File: config.mk
export PLATFORM = sky130hd
export DESIGN_NAME = tcsf_seq
export DESIGN_NICKNAME = d
export VERILOG_FILES = /design/src/rtl/core/tcsf_pkg.sv /design/src/rtl/core/tcsf_seq.sv
export SDC_FILE = /design/constraint.sdc
export NUM_CORES = 1
export LEC_CHECK = 0
export BUFFER_PORTS_ARGS = -buffer_cell sky130_fd_sc_hd__buf_2
export CAP_MARGIN = 20
export CORE_AREA = 4 4 201 203
export DETAILED_ROUTE_END_ITERATION = 6
export DIE_AREA = 0 0 205 207
export HOLD_SLACK_MARGIN = 0.08
export PLACE_DENSITY_LB_ADDON = 0.1
export RECOVER_POWER = 50
export SLEW_MARGIN = 40
export SYNTH_ARGS = -nofsm -noshare
export SYNTH_HDL_FRONTEND = slang
export SYNTH_SLANG_ARGS = --single-unit
export TNS_END_PERCENT = 30
File: constraint.sdc
create_clock -name clock -period 20.3 [get_ports clock]
set_input_delay 1.015 -clock clock [delete_from_list [all_inputs] [get_ports clock]]
set_output_delay 1.015 -clock clock [all_outputs]
set_load 0.1 [all_outputs]
File: src/rtl/core/tcsf_pkg.sv
// tcsf_pkg: shared types and constants of the typed call stack block
// command codes, cell tags, error codes, sequencer states and the result struct
// no dependencies
package tcsf_pkg;

   localparam int DEFAULT_STACK_DEPTH = 256;

   localparam int WORD_W      = 64;
   localparam int TAG_W       = 3;
   localparam int CELL_W      = WORD_W + TAG_W;
   localparam int FRAME_CELLS = 6;
   localparam int LINK_SLOT   = 2;

   localparam int REQ_DATA_W = 280;
   localparam int REQ_USER_W = 6;
   localparam int RSP_DATA_W = 80;
   localparam int RSP_USER_W = TAG_W;

   localparam logic [TAG_W-1:0] TAG_GENERIC = 3'd0;
   localparam logic [TAG_W-1:0] TAG_INT     = 3'd1;
   localparam logic [TAG_W-1:0] TAG_STR     = 3'd4;
   localparam logic [TAG_W-1:0] TAG_REF     = 3'd5;

   typedef enum logic [2:0] {
      CMD_PUSH  = 3'd0,
      CMD_POP   = 3'd1,
      CMD_WRITE = 3'd2,
      CMD_READ  = 3'd3,
      CMD_FPUSH = 3'd4,
      CMD_FPOP  = 3'd5
   } cmd_type;

   typedef enum logic [1:0] {
      ERR_OK    = 2'd0,
      ERR_OVER  = 2'd1,
      ERR_UNDER = 2'd2,
      ERR_RANGE = 2'd3
   } err_type;

   typedef enum logic [3:0] {
      ST_IDLE,
      ST_EXEC,
      ST_POP_WAIT,
      ST_LINK,
      ST_LINK_WAIT,
      ST_TARGET,
      ST_TARGET_WAIT,
      ST_FRAME,
      ST_FPOP_WAIT,
      ST_RESULT
   } state_type;

   typedef struct packed {
      logic [WORD_W-1:0] read_value;
      logic [TAG_W-1:0]  read_type;
      logic [8:0]        stack_depth;
      logic              is_empty;
      err_type           error;
   } result_type;

endpackage

File: src/rtl/core/tcsf_seq.sv
// tcsf_seq: command sequencer, holds top and frame base, drives the cell memory
// depends on tcsf_pkg; the cell memory lives outside and returns registered read data
module tcsf_seq #(
   parameter int STACK_DEPTH = tcsf_pkg::DEFAULT_STACK_DEPTH
) (
   input  logic                                clock,
   input  logic                                reset,
   input  logic                                req_valid,
   output logic                                req_ready,
   input  logic [tcsf_pkg::REQ_DATA_W-1:0]     req_data,
   input  logic [tcsf_pkg::REQ_USER_W-1:0]     req_user,
   output logic                                mem_wr_en,
   output logic [$clog2(STACK_DEPTH)-1:0]      mem_wr_addr,
   output logic [tcsf_pkg::CELL_W-1:0]         mem_wr_data,
   output logic                                mem_rd_en,
   output logic [$clog2(STACK_DEPTH)-1:0]      mem_rd_addr,
   input  logic [tcsf_pkg::CELL_W-1:0]         mem_rd_data,
   output logic                                res_valid,
   output tcsf_pkg::result_type                res_data,
   input  logic                                res_ready
);

   localparam int AW = $clog2(STACK_DEPTH);
   localparam int TW = $clog2(STACK_DEPTH + 1);
   localparam int XW = AW + 9;

   tcsf_pkg::state_type state_ff, state_in;

   tcsf_pkg::cmd_type             cmd_ff, cmd_in;
   logic [tcsf_pkg::WORD_W-1:0]   value_ff, value_in;
   logic [tcsf_pkg::TAG_W-1:0]    vtag_ff, vtag_in;
   logic [7:0]                    offset_ff, offset_in;
   logic [7:0]                    back_ff, back_in;
   logic [tcsf_pkg::WORD_W-1:0]   name_ff, name_in;
   logic [tcsf_pkg::WORD_W-1:0]   ret_ff, ret_in;
   logic [7:0]                    acc_ff, acc_in;
   logic [31:0]                   linst_ff, linst_in;
   logic [31:0]                   alloc_ff, alloc_in;

   logic [TW-1:0]                 top_ff, top_in;
   logic [AW-1:0]                 base_ff, base_in;
   logic [AW-1:0]                 walk_ff, walk_in;
   logic [2:0]                    slot_ff, slot_in;

   logic [tcsf_pkg::WORD_W-1:0]   rvalue_ff, rvalue_in;
   logic [tcsf_pkg::TAG_W-1:0]    rtype_ff, rtype_in;
   tcsf_pkg::err_type             err_ff, err_in;

   // request selector fields, lowest first
   logic [2:0]  f_command;
   logic [2:0]  f_vtag;
   assign f_command = req_user[2:0];
   assign f_vtag    = req_user[5:3];

   logic accept;
   assign accept = req_valid && req_ready;

   // bounds checks, all in one wide enough width
   logic [XW-1:0] top_x, base_x, walk_x, off_x, depth_x;
   logic [XW-1:0] link_idx_x, fpop_idx_x, tgt_x, frame_end_x;
   logic          push_full, frame_no_room, wr_oob, link_bad, fpop_bad, tgt_bad;
   logic [tcsf_pkg::WORD_W-1:0] rd_word;
   logic [tcsf_pkg::WORD_W-1:0] top_w;
   logic          word_bad, word_in_depth;

   assign top_x       = XW'(top_ff);
   assign base_x      = XW'(base_ff);
   assign walk_x      = XW'(walk_ff);
   assign off_x       = XW'(offset_ff);
   assign depth_x     = XW'(STACK_DEPTH);
   assign link_idx_x  = walk_x + XW'(tcsf_pkg::LINK_SLOT);
   assign fpop_idx_x  = base_x + XW'(tcsf_pkg::LINK_SLOT);
   assign tgt_x       = walk_x + off_x;
   assign frame_end_x = top_x + XW'(tcsf_pkg::FRAME_CELLS);

   assign push_full     = top_x >= depth_x;
   assign frame_no_room = frame_end_x > depth_x;
   assign wr_oob        = off_x >= top_x;
   assign link_bad      = link_idx_x >= top_x;
   assign fpop_bad      = fpop_idx_x >= top_x;
   assign tgt_bad       = tgt_x >= top_x;

   assign rd_word       = mem_rd_data[tcsf_pkg::WORD_W-1:0];
   assign top_w         = tcsf_pkg::WORD_W'(top_ff);
   assign word_bad      = rd_word >= top_w;
   assign word_in_depth = rd_word < tcsf_pkg::WORD_W'(STACK_DEPTH);

   // next state
   always_comb begin
      state_in = state_ff;
      unique case (state_ff)
         tcsf_pkg::ST_IDLE: begin
            if (accept) begin
               state_in = tcsf_pkg::ST_EXEC;
            end
         end
         tcsf_pkg::ST_EXEC: begin
            state_in = tcsf_pkg::ST_RESULT;
            case (cmd_ff)
               tcsf_pkg::CMD_POP: begin
                  if (top_ff != '0) state_in = tcsf_pkg::ST_POP_WAIT;
               end
               tcsf_pkg::CMD_READ: begin
                  state_in = (back_ff == '0) ? tcsf_pkg::ST_TARGET : tcsf_pkg::ST_LINK;
               end
               tcsf_pkg::CMD_FPUSH: begin
                  if (!frame_no_room) state_in = tcsf_pkg::ST_FRAME;
               end
               tcsf_pkg::CMD_FPOP: begin
                  if (!fpop_bad) state_in = tcsf_pkg::ST_FPOP_WAIT;
               end
               default: ;
            endcase
         end
         tcsf_pkg::ST_POP_WAIT:    state_in = tcsf_pkg::ST_RESULT;
         tcsf_pkg::ST_LINK: begin
            state_in = link_bad ? tcsf_pkg::ST_RESULT : tcsf_pkg::ST_LINK_WAIT;
         end
         tcsf_pkg::ST_LINK_WAIT: begin
            if (word_bad) begin
               state_in = tcsf_pkg::ST_RESULT;
            end else if (back_ff == 8'd1) begin
               state_in = tcsf_pkg::ST_TARGET;
            end else begin
               state_in = tcsf_pkg::ST_LINK;
            end
         end
         tcsf_pkg::ST_TARGET: begin
            state_in = tgt_bad ? tcsf_pkg::ST_RESULT : tcsf_pkg::ST_TARGET_WAIT;
         end
         tcsf_pkg::ST_TARGET_WAIT: state_in = tcsf_pkg::ST_RESULT;
         tcsf_pkg::ST_FRAME: begin
            if (slot_ff == 3'(tcsf_pkg::FRAME_CELLS - 1)) state_in = tcsf_pkg::ST_RESULT;
         end
         tcsf_pkg::ST_FPOP_WAIT:   state_in = tcsf_pkg::ST_RESULT;
         tcsf_pkg::ST_RESULT: begin
            if (res_ready) state_in = tcsf_pkg::ST_IDLE;
         end
         default:                  state_in = tcsf_pkg::ST_IDLE;
      endcase
   end

   // datapath and memory control
   always_comb begin
      cmd_in    = cmd_ff;
      value_in  = value_ff;
      vtag_in   = vtag_ff;
      offset_in = offset_ff;
      back_in   = back_ff;
      name_in   = name_ff;
      ret_in    = ret_ff;
      acc_in    = acc_ff;
      linst_in  = linst_ff;
      alloc_in  = alloc_ff;
      top_in    = top_ff;
      base_in   = base_ff;
      walk_in   = walk_ff;
      slot_in   = slot_ff;
      rvalue_in = rvalue_ff;
      rtype_in  = rtype_ff;
      err_in    = err_ff;

      mem_wr_en   = 1'b0;
      mem_wr_addr = top_ff[AW-1:0];
      mem_wr_data = {vtag_ff, value_ff};
      mem_rd_en   = 1'b0;
      mem_rd_addr = walk_ff;

      req_ready = 1'b0;
      res_valid = 1'b0;

      unique case (state_ff)
         tcsf_pkg::ST_IDLE: begin
            req_ready = 1'b1;
            if (accept) begin
               cmd_in    = tcsf_pkg::cmd_type'(f_command);
               value_in  = req_data[63:0];
               // tags above reference are stored as generic
               vtag_in   = (f_vtag > tcsf_pkg::TAG_REF) ? tcsf_pkg::TAG_GENERIC : f_vtag;
               offset_in = req_data[71:64];
               back_in   = req_data[79:72];
               name_in   = req_data[143:80];
               ret_in    = req_data[207:144];
               acc_in    = req_data[215:208];
               linst_in  = req_data[247:216];
               alloc_in  = req_data[279:248];
            end
         end
         tcsf_pkg::ST_EXEC: begin
            rvalue_in = '0;
            rtype_in  = tcsf_pkg::TAG_GENERIC;
            err_in    = tcsf_pkg::ERR_OK;
            walk_in   = base_ff;
            slot_in   = '0;
            case (cmd_ff)
               tcsf_pkg::CMD_PUSH: begin
                  if (push_full) begin
                     err_in = tcsf_pkg::ERR_OVER;
                  end else begin
                     mem_wr_en = 1'b1;
                     top_in    = top_ff + TW'(1);
                  end
               end
               tcsf_pkg::CMD_POP: begin
                  if (top_ff == '0) begin
                     err_in = tcsf_pkg::ERR_UNDER;
                  end else begin
                     mem_rd_en   = 1'b1;
                     mem_rd_addr = AW'(top_ff - TW'(1));
                  end
               end
               tcsf_pkg::CMD_WRITE: begin
                  if (wr_oob) begin
                     err_in = tcsf_pkg::ERR_RANGE;
                  end else begin
                     mem_wr_en   = 1'b1;
                     mem_wr_addr = off_x[AW-1:0];
                  end
               end
               tcsf_pkg::CMD_FPUSH: begin
                  if (frame_no_room) err_in = tcsf_pkg::ERR_OVER;
               end
               tcsf_pkg::CMD_FPOP: begin
                  if (fpop_bad) begin
                     err_in = tcsf_pkg::ERR_UNDER;
                  end else begin
                     mem_rd_en   = 1'b1;
                     mem_rd_addr = fpop_idx_x[AW-1:0];
                  end
               end
               default: ;
            endcase
         end
         tcsf_pkg::ST_POP_WAIT: begin
            // popped cells need no clearing: every cell at or above top is rewritten first
            rvalue_in = rd_word;
            rtype_in  = mem_rd_data[tcsf_pkg::CELL_W-1:tcsf_pkg::WORD_W];
            top_in    = top_ff - TW'(1);
         end
         tcsf_pkg::ST_LINK: begin
            if (link_bad) begin
               err_in = tcsf_pkg::ERR_RANGE;
            end else begin
               mem_rd_en   = 1'b1;
               mem_rd_addr = link_idx_x[AW-1:0];
            end
         end
         tcsf_pkg::ST_LINK_WAIT: begin
            if (word_bad) begin
               err_in = tcsf_pkg::ERR_RANGE;
            end else begin
               walk_in = rd_word[AW-1:0];
               back_in = back_ff - 8'd1;
            end
         end
         tcsf_pkg::ST_TARGET: begin
            if (tgt_bad) begin
               err_in = tcsf_pkg::ERR_RANGE;
            end else begin
               mem_rd_en   = 1'b1;
               mem_rd_addr = tgt_x[AW-1:0];
            end
         end
         tcsf_pkg::ST_TARGET_WAIT: begin
            rvalue_in = rd_word;
            rtype_in  = mem_rd_data[tcsf_pkg::CELL_W-1:tcsf_pkg::WORD_W];
         end
         tcsf_pkg::ST_FRAME: begin
            mem_wr_en   = 1'b1;
            mem_wr_addr = AW'(top_x + XW'(slot_ff));
            case (slot_ff)
               3'd0:    mem_wr_data = {tcsf_pkg::TAG_STR, name_ff};
               3'd1:    mem_wr_data = {tcsf_pkg::TAG_STR, ret_ff};
               3'd2:    mem_wr_data = {tcsf_pkg::TAG_REF, tcsf_pkg::WORD_W'(base_ff)};
               3'd3:    mem_wr_data = {tcsf_pkg::TAG_REF, tcsf_pkg::WORD_W'(acc_ff)};
               3'd4:    mem_wr_data = {tcsf_pkg::TAG_INT, {32{linst_ff[31]}}, linst_ff};
               default: mem_wr_data = {tcsf_pkg::TAG_INT, {32{alloc_ff[31]}}, alloc_ff};
            endcase
            slot_in = slot_ff + 3'd1;
            if (slot_ff == 3'(tcsf_pkg::FRAME_CELLS - 1)) begin
               top_in  = TW'(frame_end_x);
               base_in = top_ff[AW-1:0];
            end
         end
         tcsf_pkg::ST_FPOP_WAIT: begin
            top_in  = TW'(base_ff);
            base_in = word_in_depth ? rd_word[AW-1:0] : '0;
         end
         tcsf_pkg::ST_RESULT: begin
            res_valid = 1'b1;
         end
         default: ;
      endcase
   end

   always_ff @(posedge clock) begin
      if (reset) begin
         state_ff <= tcsf_pkg::ST_IDLE;
         top_ff   <= '0;
         base_ff  <= '0;
      end else begin
         state_ff <= state_in;
         top_ff   <= top_in;
         base_ff  <= base_in;
      end
   end

   always_ff @(posedge clock) begin
      cmd_ff    <= cmd_in;
      value_ff  <= value_in;
      vtag_ff   <= vtag_in;
      offset_ff <= offset_in;
      back_ff   <= back_in;
      name_ff   <= name_in;
      ret_ff    <= ret_in;
      acc_ff    <= acc_in;
      linst_ff  <= linst_in;
      alloc_ff  <= alloc_in;
      walk_ff   <= walk_in;
      slot_ff   <= slot_in;
      rvalue_ff <= rvalue_in;
      rtype_ff  <= rtype_in;
      err_ff    <= err_in;
   end

   assign res_data.read_value  = rvalue_ff;
   assign res_data.read_type   = rtype_ff;
   assign res_data.stack_depth = top_x[8:0];
   assign res_data.is_empty    = (top_ff == '0);
   assign res_data.error       = err_ff;

endmodule

# Word level (Yosys, flattened, before mapping)
# Cells that the tools add are included.
# Widths: inputs -> output; s select.
# totals
reg_bits,387
inputBits,357
# classes
add_sub_neg,9
order_cmp,9
eq_ne,29
muxes,61
reduce_logical,23
# op_table
op,n
$pmux 67 s5,1
$pmux 64 s2,1
$mux 8,11
$pmux 8 s2,5
$mux 67,1
$ge 64x9->1,1
$lt 64x9->1 const B,1
$pmux 9 s4,1
$mux 4,8
$pmux 4 s8,1
$ge 9x9->1,3
$mux 9,3
$pmux 8 s3,1
$add 8x2->9 const B,2
$eq 4x3->1 const B,4
$ne 2x2->1 const B,8
$pmux 4 s4,1
$eq 3x2->1 const B,4
$eq 3x3->1 const B,4
$mux 2,6
$pmux 3 s2,2
$mux 1,11
$add 9x3->10 const B,1
$gt 10x9->1 const B,1
33 further kinds,49

# Depth between registers and ports, before layout
# Gate-level depths: netlist of run 1.
# depth
depth_word,5
mapped_depth,17

# Worst setup path after synthesis of run 1
# OpenSTA, ideal clock, no wires.
# synth_timing
path_kind,input to register
start,input req_valid
end,"register back_ff[0], enable pin"
arrival_ps,8065
slack_ps,11898
path_stages,2
n_path_buf,0
cell_sequence,and3_1 > nand2b_1
# synth_between
elab_chain_cells,3
# synth_rtl
item,line_no,text
start: declaration,tcsf_seq.sv:8,"input logic req_valid,"
$logic_and 1x1->1,tcsf_seq.sv:56,assign accept = req_valid && req_ready;
$ne 2x2->1 (no source line),-,
$reduce_and 3->1 (no source line),-,
end signal: assignment,tcsf_seq.sv:313,back_ff <= back_in;
end: declaration,tcsf_seq.sv:33,"logic [7:0] back_ff, back_in;"
# Every way passes these cells.
# A chain may end at the register's enable or synchronous reset.

# Final worst setup path of run 1
# layout_timing
start,register state_ff[1]
end,output mem_wr_addr[7]
# layout_between
elab_chain_cells,2
word_cells_on_any_way,3
cone_classes,2 x eq/ne; 1 x mux
# layout_rtl
item,line_no,text
start: declaration,tcsf_seq.sv:27,"tcsf_pkg::state_type state_ff, state_in;"
start signal: assignment,tcsf_seq.sv:298,state_ff <= tcsf_pkg::ST_IDLE;
start signal: assignment,tcsf_seq.sv:302,state_ff <= state_in;
$eq 4x3->1 / $eq 4x1->1 (equally long branches),tcsf_seq.sv:172,unique case (state_ff)
$pmux 8 s2 *,tcsf_seq.sv:172,
end: declaration,tcsf_seq.sv:13,"output logic [$clog2(STACK_DEPTH)-1:0] mem_wr_addr,"
# Every way passes the cells marked *; elsewhere a longest branch is shown, timed or not.

==> impl_metrics.csv, run 1 <==
group,metric,value,unit
synthesis,post_syn_instances,1410,
setup_path,criticalPathCategory,"flop to output pin",
layout,multi_input_comb_area,6090,um2
timing,worst_pin_slew,4.570,ns
global_routing,grt_remaining_overflow,0,
cts,post_cts_resize_count,0,
layout,layout.cells.most_common,"sky130_fd_sc_hd__buf_2",
layout,seqCellArea,11410,um2
synthesis,asyncSetResetFlopFracSynth,0,%
layout,finalNetCount,2333,
power_and_ir_drop,peakVddDrop,0.0001092,V
route,drt_first_pass_iters,6,
timing,timing.max_slew.rel_slack,-204.7,%
power_and_ir_drop,finalPower,3.829,mW
global_routing,largest_net_degree_at_the_start_of_global_routing,96,
timing,timing.final.max_slew_violations,376,
place,globalplace.congestion,1.025,
setup_path,cp_data_arrival_time,8.07,ns
global_routing,grt_first_pass_wirelength,86.66,mm
setup_path,cp-start-kind,"flop",
synthesis,post_synth_instance_area,17910,um2
cts,tritoncts_num_sinks,387,
synthesis,netlist-cell-type-count,75,
timing,final_worst_path_cycle_share,44.76,%
die,floorplan.die_area,42440,um2
timing,setup_total_negative_slack,0,ns
global_routing,gr-usage-all-layers,26.69,%
route,viasPerCell,5.672,
global_routing,number_of_global_route_vias_before_repair,13939,
cts,worst_skew_late_latency,0.57,ns
route,first_iter_violations,1104,
setup_path,timing.critical_path.cells,"clkbuf_1, nand2b_1, nor2_4, clkbuf_1, o21ai_0, o21ai_0, a21oi_1, a211o_1, buf_2",
route,postRouteWirelength,58.87,mm
place,detailed_place.area,21030,um2
route,vias,14004,
setup_path,cpMaxStageDelayCell,"sky130_fd_sc_hd__clkbuf_1",
die,design.core.area,38470,um2
timing,timing.final.hold_violations,0,
layout,fillCellCount,3299,
power_and_ir_drop,pwr_density_cell,171.1,nW/um2
cts,clockRootBuffer,"sky130_fd_sc_hd__clkbuf_16",
timing,finalSetupViolCount,0,
power_and_ir_drop,power.leakage,8.868,nW
die,die_height,207,um
setup_path,crit_fanout,86,
flow_run,drv_cap,5,
place,io_buffer_count,522,
cts,tritoncts,"built",
layout,layout_common_cells,"sky130_fd_sc_hd__buf_2 (443), sky130_fd_sc_hd__edfxtp_1 (366), sky130_fd_sc_hd__nand2_1 (114)",
timing,min_period,9.086,ns
place,place_hpwl,42.91,mm
cts,cts_post_setup_buffers_inserted,0,
run_status,violated_checks,"max-capacitance violations, max-slew violations",
timing,max_freq,110.1,MHz
cts,htree_num_levels,2,
setup_path,endpoint_kind,"output pin",
layout,post_route_cells_drive_above_1_share,29.66,%
synthesis,synth_enable_flop_cells,366,
layout,flow.area_growth_from_synthesis,24.94,%
die,rows,72,
timing,timing.clock.skew,0.01468,ns
timing,grt_setup_unrepaired,"no",
cts,cts.reportedPaths.clkPinSlew,0.06,ns
route,post_drt_wl_per_cell,23.84,um
setup_path,worst_ep_required_time,19.29,ns
synthesis,postSynthAreaPerCell,12.71,um2
die,die-width,205,um
die,initial_core_util,46.57,%
global_routing,grt_antenna_before_repair,28,
route,drc,0,
setup_path,critical_path.max_stage_delay,2.11,ns
cts,cts_buffers,42,
die,ioPinCount,523,
synthesis,dominantRegCellSynth,"sky130_fd_sc_hd__edfxtp_1",
cts,clk_path_buf_depth,3,
synthesis,postSynthNetCount,1839,
run_status,status,"complete, but fails checks",
layout,fin_area,22380,um2
synthesis,synth-seq-cells,387,
cts,ctsHoldBuffers,0,
worst_hold_path,hold_path_class,"flop to flop",
synthesis,seq_area_frac_synth,63.70,%
route,post_route_ant_nets,0,
synthesis,yosysWarningCount,0,
Yosys cell counts, types with 4 or more instances:
cell                        number  area, um2
sky130_fd_sc_hd__dfxtp_1        21      420.4
sky130_fd_sc_hd__and2_1          6      37.54
sky130_fd_sc_hd__and3_1         74      462.9
sky130_fd_sc_hd__xnor2_1        24      210.2
sky130_fd_sc_hd__o21a_1          7      52.55
sky130_fd_sc_hd__nor3_1         31      155.2
sky130_fd_sc_hd__a31oi_1         9      56.30
sky130_fd_sc_hd__clkbuf_1       73      274.0
sky130_fd_sc_hd__o2bb2ai_1       4      35.03
sky130_fd_sc_hd__nand3_1        11      55.05
sky130_fd_sc_hd__a222oi_1       35      350.3
sky130_fd_sc_hd__a211o_1         5      43.79
sky130_fd_sc_hd__inv_1          34      127.6
sky130_fd_sc_hd__nor4_1         21      131.4
sky130_fd_sc_hd__a21o_1          5      37.54
sky130_fd_sc_hd__a22oi_1        46      345.3
sky130_fd_sc_hd__o31ai_1         4      30.03
sky130_fd_sc_hd__nand4_1         9      56.30
sky130_fd_sc_hd__ha_1           70      875.8
sky130_fd_sc_hd__edfxtp_1      366      10990
sky130_fd_sc_hd__a221oi_1        5      43.79
sky130_fd_sc_hd__buf_2           7      35.03
sky130_fd_sc_hd__or3_1           4      25.02
sky130_fd_sc_hd__nor2b_1        15      93.84
sky130_fd_sc_hd__nor2_1         91      341.6
sky130_fd_sc_hd__o211ai_1        4      30.03
sky130_fd_sc_hd__nand2b_1       13      81.33
sky130_fd_sc_hd__buf_1           7      26.28
sky130_fd_sc_hd__nand2_1       115      431.7
sky130_fd_sc_hd__mux2_2         32      360.4
sky130_fd_sc_hd__xor2_1          7      61.31
sky130_fd_sc_hd__a21oi_1        91      455.4
sky130_fd_sc_hd__a211oi_1       19      142.6
sky130_fd_sc_hd__o32ai_1         4      35.03
sky130_fd_sc_hd__o21ai_0        75      375.4
metrics by stage:
step	hold slack [ns]	util (%)	cells	setup WS (ns)
global route	0.5795	58.15	2463	10.38
global placement	0.5360	54.57	2377	15.39
finish	0.5465	58.19	2469	11.21
detailed placement	0.5439	54.66	2378	15.27
CTS	0.5539	58.39	2453	14.64
floorplan	0.5029	-	1410	11.90
metal layers:
| layer | track usage, % | wire length [um] | vias up |
|---|---|---|---|
| met4 | 7.831 | 1754 | 30 |
| met3 | 7.867 | 5357 | 144 |
| li1 | - | - | 6487 |
| met5 | 0 | 161 | - |
| met2 | 44.85 | 28770 | 612 |
| met1 | 33.56 | 22820 | 6731 |
critical path, delay by kind of cell, from the launching register on:
kind	cells	cell delay [ns]
AND/OR/NAND/NOR	2	0.99
buffers and inverters	3	4.38
flip-flops	1	0.31
AO/OA/AOI/OAI	4	1.73
power breakdown:
part	switching [mW]	internal (mW)	leakage [nW]
registers	0.105	1.18	3.66
clock network	0.314	0.479	0.696
logic	1.40	0.353	4.51
worst paths after layout:
| path | cells after the start | end | slack, ns | start |
|---|---|---|---|---|
| max reg2reg | 5 | linst_ff[3] | 12.52 | state_ff[1] |
| min reg2reg | 2 | base_ff[0] | 0.55 | base_ff[0] |
| max | 9 | mem_wr_addr[7] | 11.21 | state_ff[1] |
| min | 2 | base_ff[0] | 0.55 | base_ff[0] |
flip-flops by register name (all words and copies together), names as in the netlist, 9 cells and up:
register,flops
name_ff,64
ret_ff,64
rvalue_ff,64
value_ff,64
alloc_ff,32
linst_ff,32
top_ff,9
kinds of logic (layout without fill, tap and decap cells):
logic type / after synthesis / in the layout / share of synthesized area [%]
buffers and inverters: 125 / 650 / 2.710
adders and majority gates: 72 / 72 / 5.112
xor gates and xnor gates: 31 / 31 / 1.516
AOI/OAI and AO/OA: 352 / 352 / 13.46
other: 0 / 16 / 0
DFF: 387 / 387 / 63.70
and+or+nand+nor: 409 / 409 / 11.38
muxes: 34 / 34 / 2.123
area by class of cell:
cell class | count | area share [%]
Multi-Input combinational cell | 898 | 27.21
Sequential cell | 387 | 50.99
Timing Repair Buffer | 538 | 11.69
Clock buffer | 52 | 5.143
Antenna cell | 16 | 0.1789
Inverter | 37 | 0.6205
Clock inverter | 23 | 1.275
Tap cell | 518 | 2.896
Power figures use the tool's default switching activity.
==> inputs of run 2 (changes only) <==
Settings changed: CORE_AREA 4 4 201 203 to not set, CORE_MARGIN set to 4, CORE_UTILIZATION set to 47, DIE_AREA 0 0 205 207 to not set.
Clock period 20.3 ns to 8.2 ns, I/O delays scaled along.
==> run 2 against run 1 <==
Net effect: the run still ends with max-capacitance violations, max-slew violations left; design area rose by 12%; critical path type unchanged; setup slack worse by 8.8 ns; largest power group unchanged; largest cell class unchanged; routed wire length rose by 8.6%; critical endpoint is now mem_rd_addr[3].
==> impl_metrics.csv, run 2 (synthesis results as in run 1) <==
group,metric,value,unit
run_status,status,"complete, but fails checks",
run_status,violated_checks,"max-capacitance violations, max-slew violations",
global_routing,grt_remaining_overflow,0,
cts,worst_skew_late_latency,0.57,ns
place,cell_count_after_placement,2374,
setup_path,timing.critical_path.cells,"clkbuf_1, nor3_1, and3_1, or3_4, a221o_1, buf_2",
layout,flow.area_growth_from_synthesis,40.25,%
timing,timing.final.max_slew_violations,120,
setup_path,crit_fanout,85,
timing,timing.max_slew.rel_slack,-106.3,%
layout,fin_area,25130,um2
die,floorplan.die_area,41300,um2
global_routing,grt_antenna_before_repair,21,
cts,tritoncts_num_sinks,387,
setup_path,endpoint_kind,"output pin",
die,ioPinCount,523,
power_and_ir_drop,power.leakage,9.977,nW
setup_path,critical_path.max_stage_delay,2.19,ns
route,postRouteWirelength,63.95,mm
die,design.core.area,37670,um2
layout,post_route_cells_drive_above_1_share,25.38,%
cts,clk_path_buf_depth,3,
layout,layout.cells.most_common,"sky130_fd_sc_hd__buf_2",
power_and_ir_drop,peakVddDrop,0.0002822,V
power_and_ir_drop,pwr_density_cell,381.0,nW/um2
timing,grt_setup_unrepaired,"no",
timing,max_freq,174.2,MHz
route,post_drt_wl_per_cell,23.27,um
global_routing,number_of_global_route_vias_before_repair,16067,
cts,tritoncts,"built",
cts,cts_post_setup_buffers_inserted,0,
setup_path,cp-start-kind,"flop",
layout,layout_common_cells,"sky130_fd_sc_hd__buf_2 (427), sky130_fd_sc_hd__edfxtp_1 (366), sky130_fd_sc_hd__dlygate4sd3_1 (275)",
timing,finalSetupViolCount,0,
route,post_route_ant_nets,0,
die,initial_core_util,47.56,%
cts,htree_num_levels,2,
die,die_height,203.2,um
die,die-width,203.2,um
global_routing,grt_first_pass_wirelength,94.65,mm
setup_path,criticalPathCategory,"flop to output pin",
route,first_iter_violations,1241,
layout,layoutNonFillerInstCount,2748,
worst_hold_path,hold_path_class,"input pin to flop",
route,drt_first_pass_iters,6,
timing,setup_total_negative_slack,0,ns
route,drc,0,
route,viasPerCell,5.657,
timing,worst_pin_slew,3.094,ns
setup_path,cp_data_arrival_time,5.33,ns
global_routing,largest_net_degree_at_the_start_of_global_routing,112,
setup_path,cpMaxStageDelayCell,"sky130_fd_sc_hd__clkbuf_1",
place,detailed_place.area,21070,um2
cts,cts_buffers,41,
timing,timing.clock.skew,0.01961,ns
cts,cts.reportedPaths.clkPinSlew,0.07,ns
global_routing,gr-usage-all-layers,29.67,%
cts,clockRootBuffer,"sky130_fd_sc_hd__clkbuf_16",
timing,final_worst_path_cycle_share,70.02,%
die,rows,71,
place,globalplace.congestion,0.9689,
layout,final_core_utilization,66.71,%
timing,min_period,5.742,ns
layout,finalNetCount,2611,
place,place_hpwl,42.50,mm
route,vias,15546,
setup_path,worst_ep_required_time,7.79,ns
timing,timing.final.hold_violations,0,
place,io_buffer_count,522,
flow_run,drv_cap,2,
==> run 2: changes by cell type in the layout (fill, tap and decap cells not counted), sizes merged <==
cell / change
dlygate4sd3: +275
bufinv: -1
inv: +2
clkbuf: +8
clkinv: +1
buf: -6
diode: +7
==> run 2: what timing repair did <==
action | in CTS | in global routing
hold buffers | 275 | 0
resized for setup | 0 | 0
endpoints found under the hold margin | 275 | 0
==> run 2: worst paths after layout <==
path	from	end	slack (ns)	cells after the start
setup reg to reg	state_ff[1]	ret_ff[41]	3.08	5
hold reg to reg	base_ff[0]	base_ff[0]	0.57	2
hold / removal	req_data[78]	back_ff[6]	0.13	3
setup / recovery	state_ff[1]	mem_rd_addr[3]	2.46	6
==> run 2: routing by layer <==
layer / track usage (%) / vias up / routed length (um)
met2: 51.54 / 852 / 32170
met1: 36.43 / 7481 / 24000
li1: - / 7048 / -
met5: 0 / - / 42
met4: 10.19 / 8 / 2255
met3: 7.283 / 157 / 5468
==> run 2: through the flow <==
stage	hold WS [ns]	setup WS (ns)	power, mW
2_1_floorplan	0.4887	0.1261	6.674
3_3_place_gp	0.5411	3.821	7.526
3_5_place_dp	0.5576	3.763	7.565
4_1_cts	0.1011	3.134	9.567
5_1_grt	0.1220	2.107	9.982
6_report	0.1285	2.458	9.573
==> run 2: power by group <==
part	internal [mW]	switching [mW]
registers	2.90	0.273
logic	0.983	3.52
clock network	1.12	0.785
total	5.00	4.58
==> run 2: layout make-up <==
cell class              count  area, um2
fillers                  2842      12540
flip-flops and latches    387      11410
multi-input cells         898       6085
repair buffers            817       5441
clock buffers              50       1102
well taps                 511      639.4
clock inverters            25      250.2
inverters                  37      138.9
diodes                     23      57.56
==> run 2: worst max-delay path, delay by kind of cell, from the launching register on <==
kind            cells  cell delay, ns
buf+inv             2            2.49
simple gates        3            1.53
compound gates      1            0.38
flops               1            0.34
==> inputs of run 3 (changes only) <==
Settings changed: CORE_AREA set to 4 4 202 204, CORE_MARGIN 4 to not set, CORE_UTILIZATION 47 to not set, DIE_AREA set to 0 0 206 208.
Clock period 8.2 ns to 6 ns, I/O delays scaled along.
==> run 3 against run 2 <==
Net effect: the flow now finishes without violations; global-route usage fell by 1.4 points; clock power rose by 37%; utilization fell by 1.1 points; largest cell class unchanged; sequential share of layout area fell by 1.1 points; worst hold slack got worse by 0.015 ns; sequential power rose by 37%; final cell count rose by 2.3%; via count rose by 0.37%; critical endpoint is now mem_rd_addr[2].
==> impl_metrics.csv, run 3 (synthesis results as in run 1) <==
group,metric,value,unit
run_status,status,"finished, final reports clean",
timing,setup_total_negative_slack,0,ns
setup_path,timing.critical_path.cells,"ha_1, inv_1, fa_1, nor2b_1, o21a_1, o21a_1, o31a_1, o21ai_0, nand2b_1, ha_1, nor3_1, o21ai_0, o22a_1, nor2_1, a22oi_1, o211ai_1, buf_2",
setup_path,rr_startpoint,"offset_ff[0]",
layout,layoutNonFillerInstCount,2810,
setup_path,worst_ep_required_time,5.70,ns
route,viasPerCell,5.553,
route,drc,0,
die,design.core.area,39280,um2
die,rows,73,
setup_path,cp_data_arrival_time,4.51,ns
timing,timing.final.hold_violations,0,
layout,post_route_cells_drive_above_1_share,24.32,%
power_and_ir_drop,pwr_density_cell,508.4,nW/um2
setup_path,crit_fanout,10,
cts,cts_post_setup_buffers_inserted,0,
setup_path,critical_path.top_delay_family,"compound AO/OA/AOI/OAI gates",
worst_hold_path,timing.hold.worst_path_depth,2,
global_routing,grt_antenna_before_repair,8,
place,io_buffer_count,522,
timing,finalSetupViolCount,0,
global_routing,grt_first_pass_wirelength,93.45,mm
cts,worst_skew_late_latency,0.55,ns
worst_hold_path,min_to,"rvalue_ff[13]",
timing,whs,0.1137,ns
layout,layout.cells.most_common,"sky130_fd_sc_hd__buf_2",
route,post_route_ant_nets,0,
setup_path,worst-path-buf-inv,2,
cts,tritoncts_num_sinks,387,
timing,min_period,4.807,ns
die,die-width,206,um
worst_hold_path,hold_path_class,"input pin to flop",
setup_path,endpoint_kind,"output pin",
timing,max_freq,208.0,MHz
cts,htree_num_levels,2,
global_routing,gr-usage-all-layers,28.23,%
place,cell_count_after_placement,2390,
die,ioPinCount,523,
setup_path,worst-r2r-setup-slack,2.30,ns
place,place_hpwl,42.64,mm
timing,timing.clock.skew,0.01125,ns
global_routing,largest_net_degree_at_the_start_of_global_routing,125,
timing,timing.max_slew.rel_slack,5.628,%
setup_path,criticalPathCategory,"flop to output pin",
global_routing,number_of_global_route_vias_before_repair,15936,
route,first_iter_violations,1499,
layout,flow.area_growth_from_synthesis,43.87,%
place,globalplace.congestion,1.035,
timing,final_worst_path_cycle_share,80.12,%
layout,layout_common_cells,"sky130_fd_sc_hd__buf_2 (415), sky130_fd_sc_hd__edfxtp_1 (366), sky130_fd_sc_hd__dlygate4sd3_1 (340)",
die,initial_core_util,45.61,%
timing,timing.final.max_slew_violations,0,
setup_path,cpMaxStageDelayCell,"sky130_fd_sc_hd__nor2_1",
worst_hold_path,hp_start,"mem_rd_data[13]",
route,vias,15604,
setup_path,cp-start-kind,"flop",
timing,grt_setup_unrepaired,"no",
cts,clockRootBuffer,"sky130_fd_sc_hd__clkbuf_16",
power_and_ir_drop,peakVddDrop,0.0003610,V
setup_path,critical_path.max_stage_delay,0.53,ns
route,postRouteWirelength,63.59,mm
setup_path,regToRegEndpoint,"err_ff[0]",
global_routing,grt_remaining_overflow,0,
cts,post_cts_resize_count,0,
cts,cts.reportedPaths.clkPinSlew,0.06,ns
cts,clk_path_buf_depth,3,
cts,ctsHoldBuffers,340,
cts,tritoncts,"built",
power_and_ir_drop,power.leakage,10.22,nW
die,floorplan.die_area,42850,um2
die,die_height,208,um
setup_path,reg2regPathDepth,15,
timing,worst_pin_slew,1.416,ns
cts,cts_buffers,42,
route,post_drt_wl_per_cell,22.63,um
route,drt_first_pass_iters,6,
flow_run,drv_cap,0,
layout,finalNetCount,2680,
## run 3: cell count changes in the layout (fill, tap and decap cells not counted), moves of 2 or more
cell	before	now
sky130_fd_sc_hd__diode_2	23	7
sky130_fd_sc_hd__buf_2	427	415
sky130_fd_sc_hd__clkbuf_1	104	113
sky130_fd_sc_hd__dlygate4sd3_1	275	340
sky130_fd_sc_hd__buf_4	13	15
## run 3: final cells by class
cell class / count / area, um2
Antenna cell: 7 / 17.52
Clock buffer: 45 / 1062
Tap cell: 525 / 656.9
Multi-Input combinational cell: 898 / 6083
Fill cell: 2913 / 13500
Inverter: 37 / 138.9
Timing Repair Buffer: 885 / 6112
Sequential cell: 387 / 11410
Clock inverter: 26 / 290.3
## run 3: through the flow
stage	power, mW	setup slack (ns)	cell area (um2)	util, %
3_3_place_gp	10.26	1.807	21030	53.54
4_1_cts	13.16	1.180	25910	65.97
6_report	13.10	1.193	25770	65.62
3_5_place_dp	10.38	1.795	21150	53.86
5_1_grt	13.65	0.8342	25770	65.62
2_1_floorplan	9.015	0.7245	17920	-
## run 3: per-layer routing
metal,global-route usage (%),vias up,wire [um]
met5,0,-,13
met3,6.281,159,5143
met2,48.96,796,31710
met4,9.477,2,2320
met1,34.90,7497,24400
li1,-,7150,-
## run 3: how the worst max path moves through the flow
stage,start,to,slack (ns),cells past startpoint
floorplan,top_ff[4],mem_wr_addr[6],0.72,10
CTS,offset_ff[0],mem_rd_addr[2],1.18,17
global placement,offset_ff[0],mem_rd_addr[1],1.81,17
global route,offset_ff[0],mem_rd_addr[1],0.83,17
finish,offset_ff[0],mem_rd_addr[2],1.19,17
detailed placement,offset_ff[0],mem_rd_addr[2],1.80,17
## run 3: power by group
part           switching, mW  leakage [nW]  internal, mW
clock                   1.06         0.653          1.53
combinational           4.80          5.91          1.37
sequential             0.373          3.66          3.96
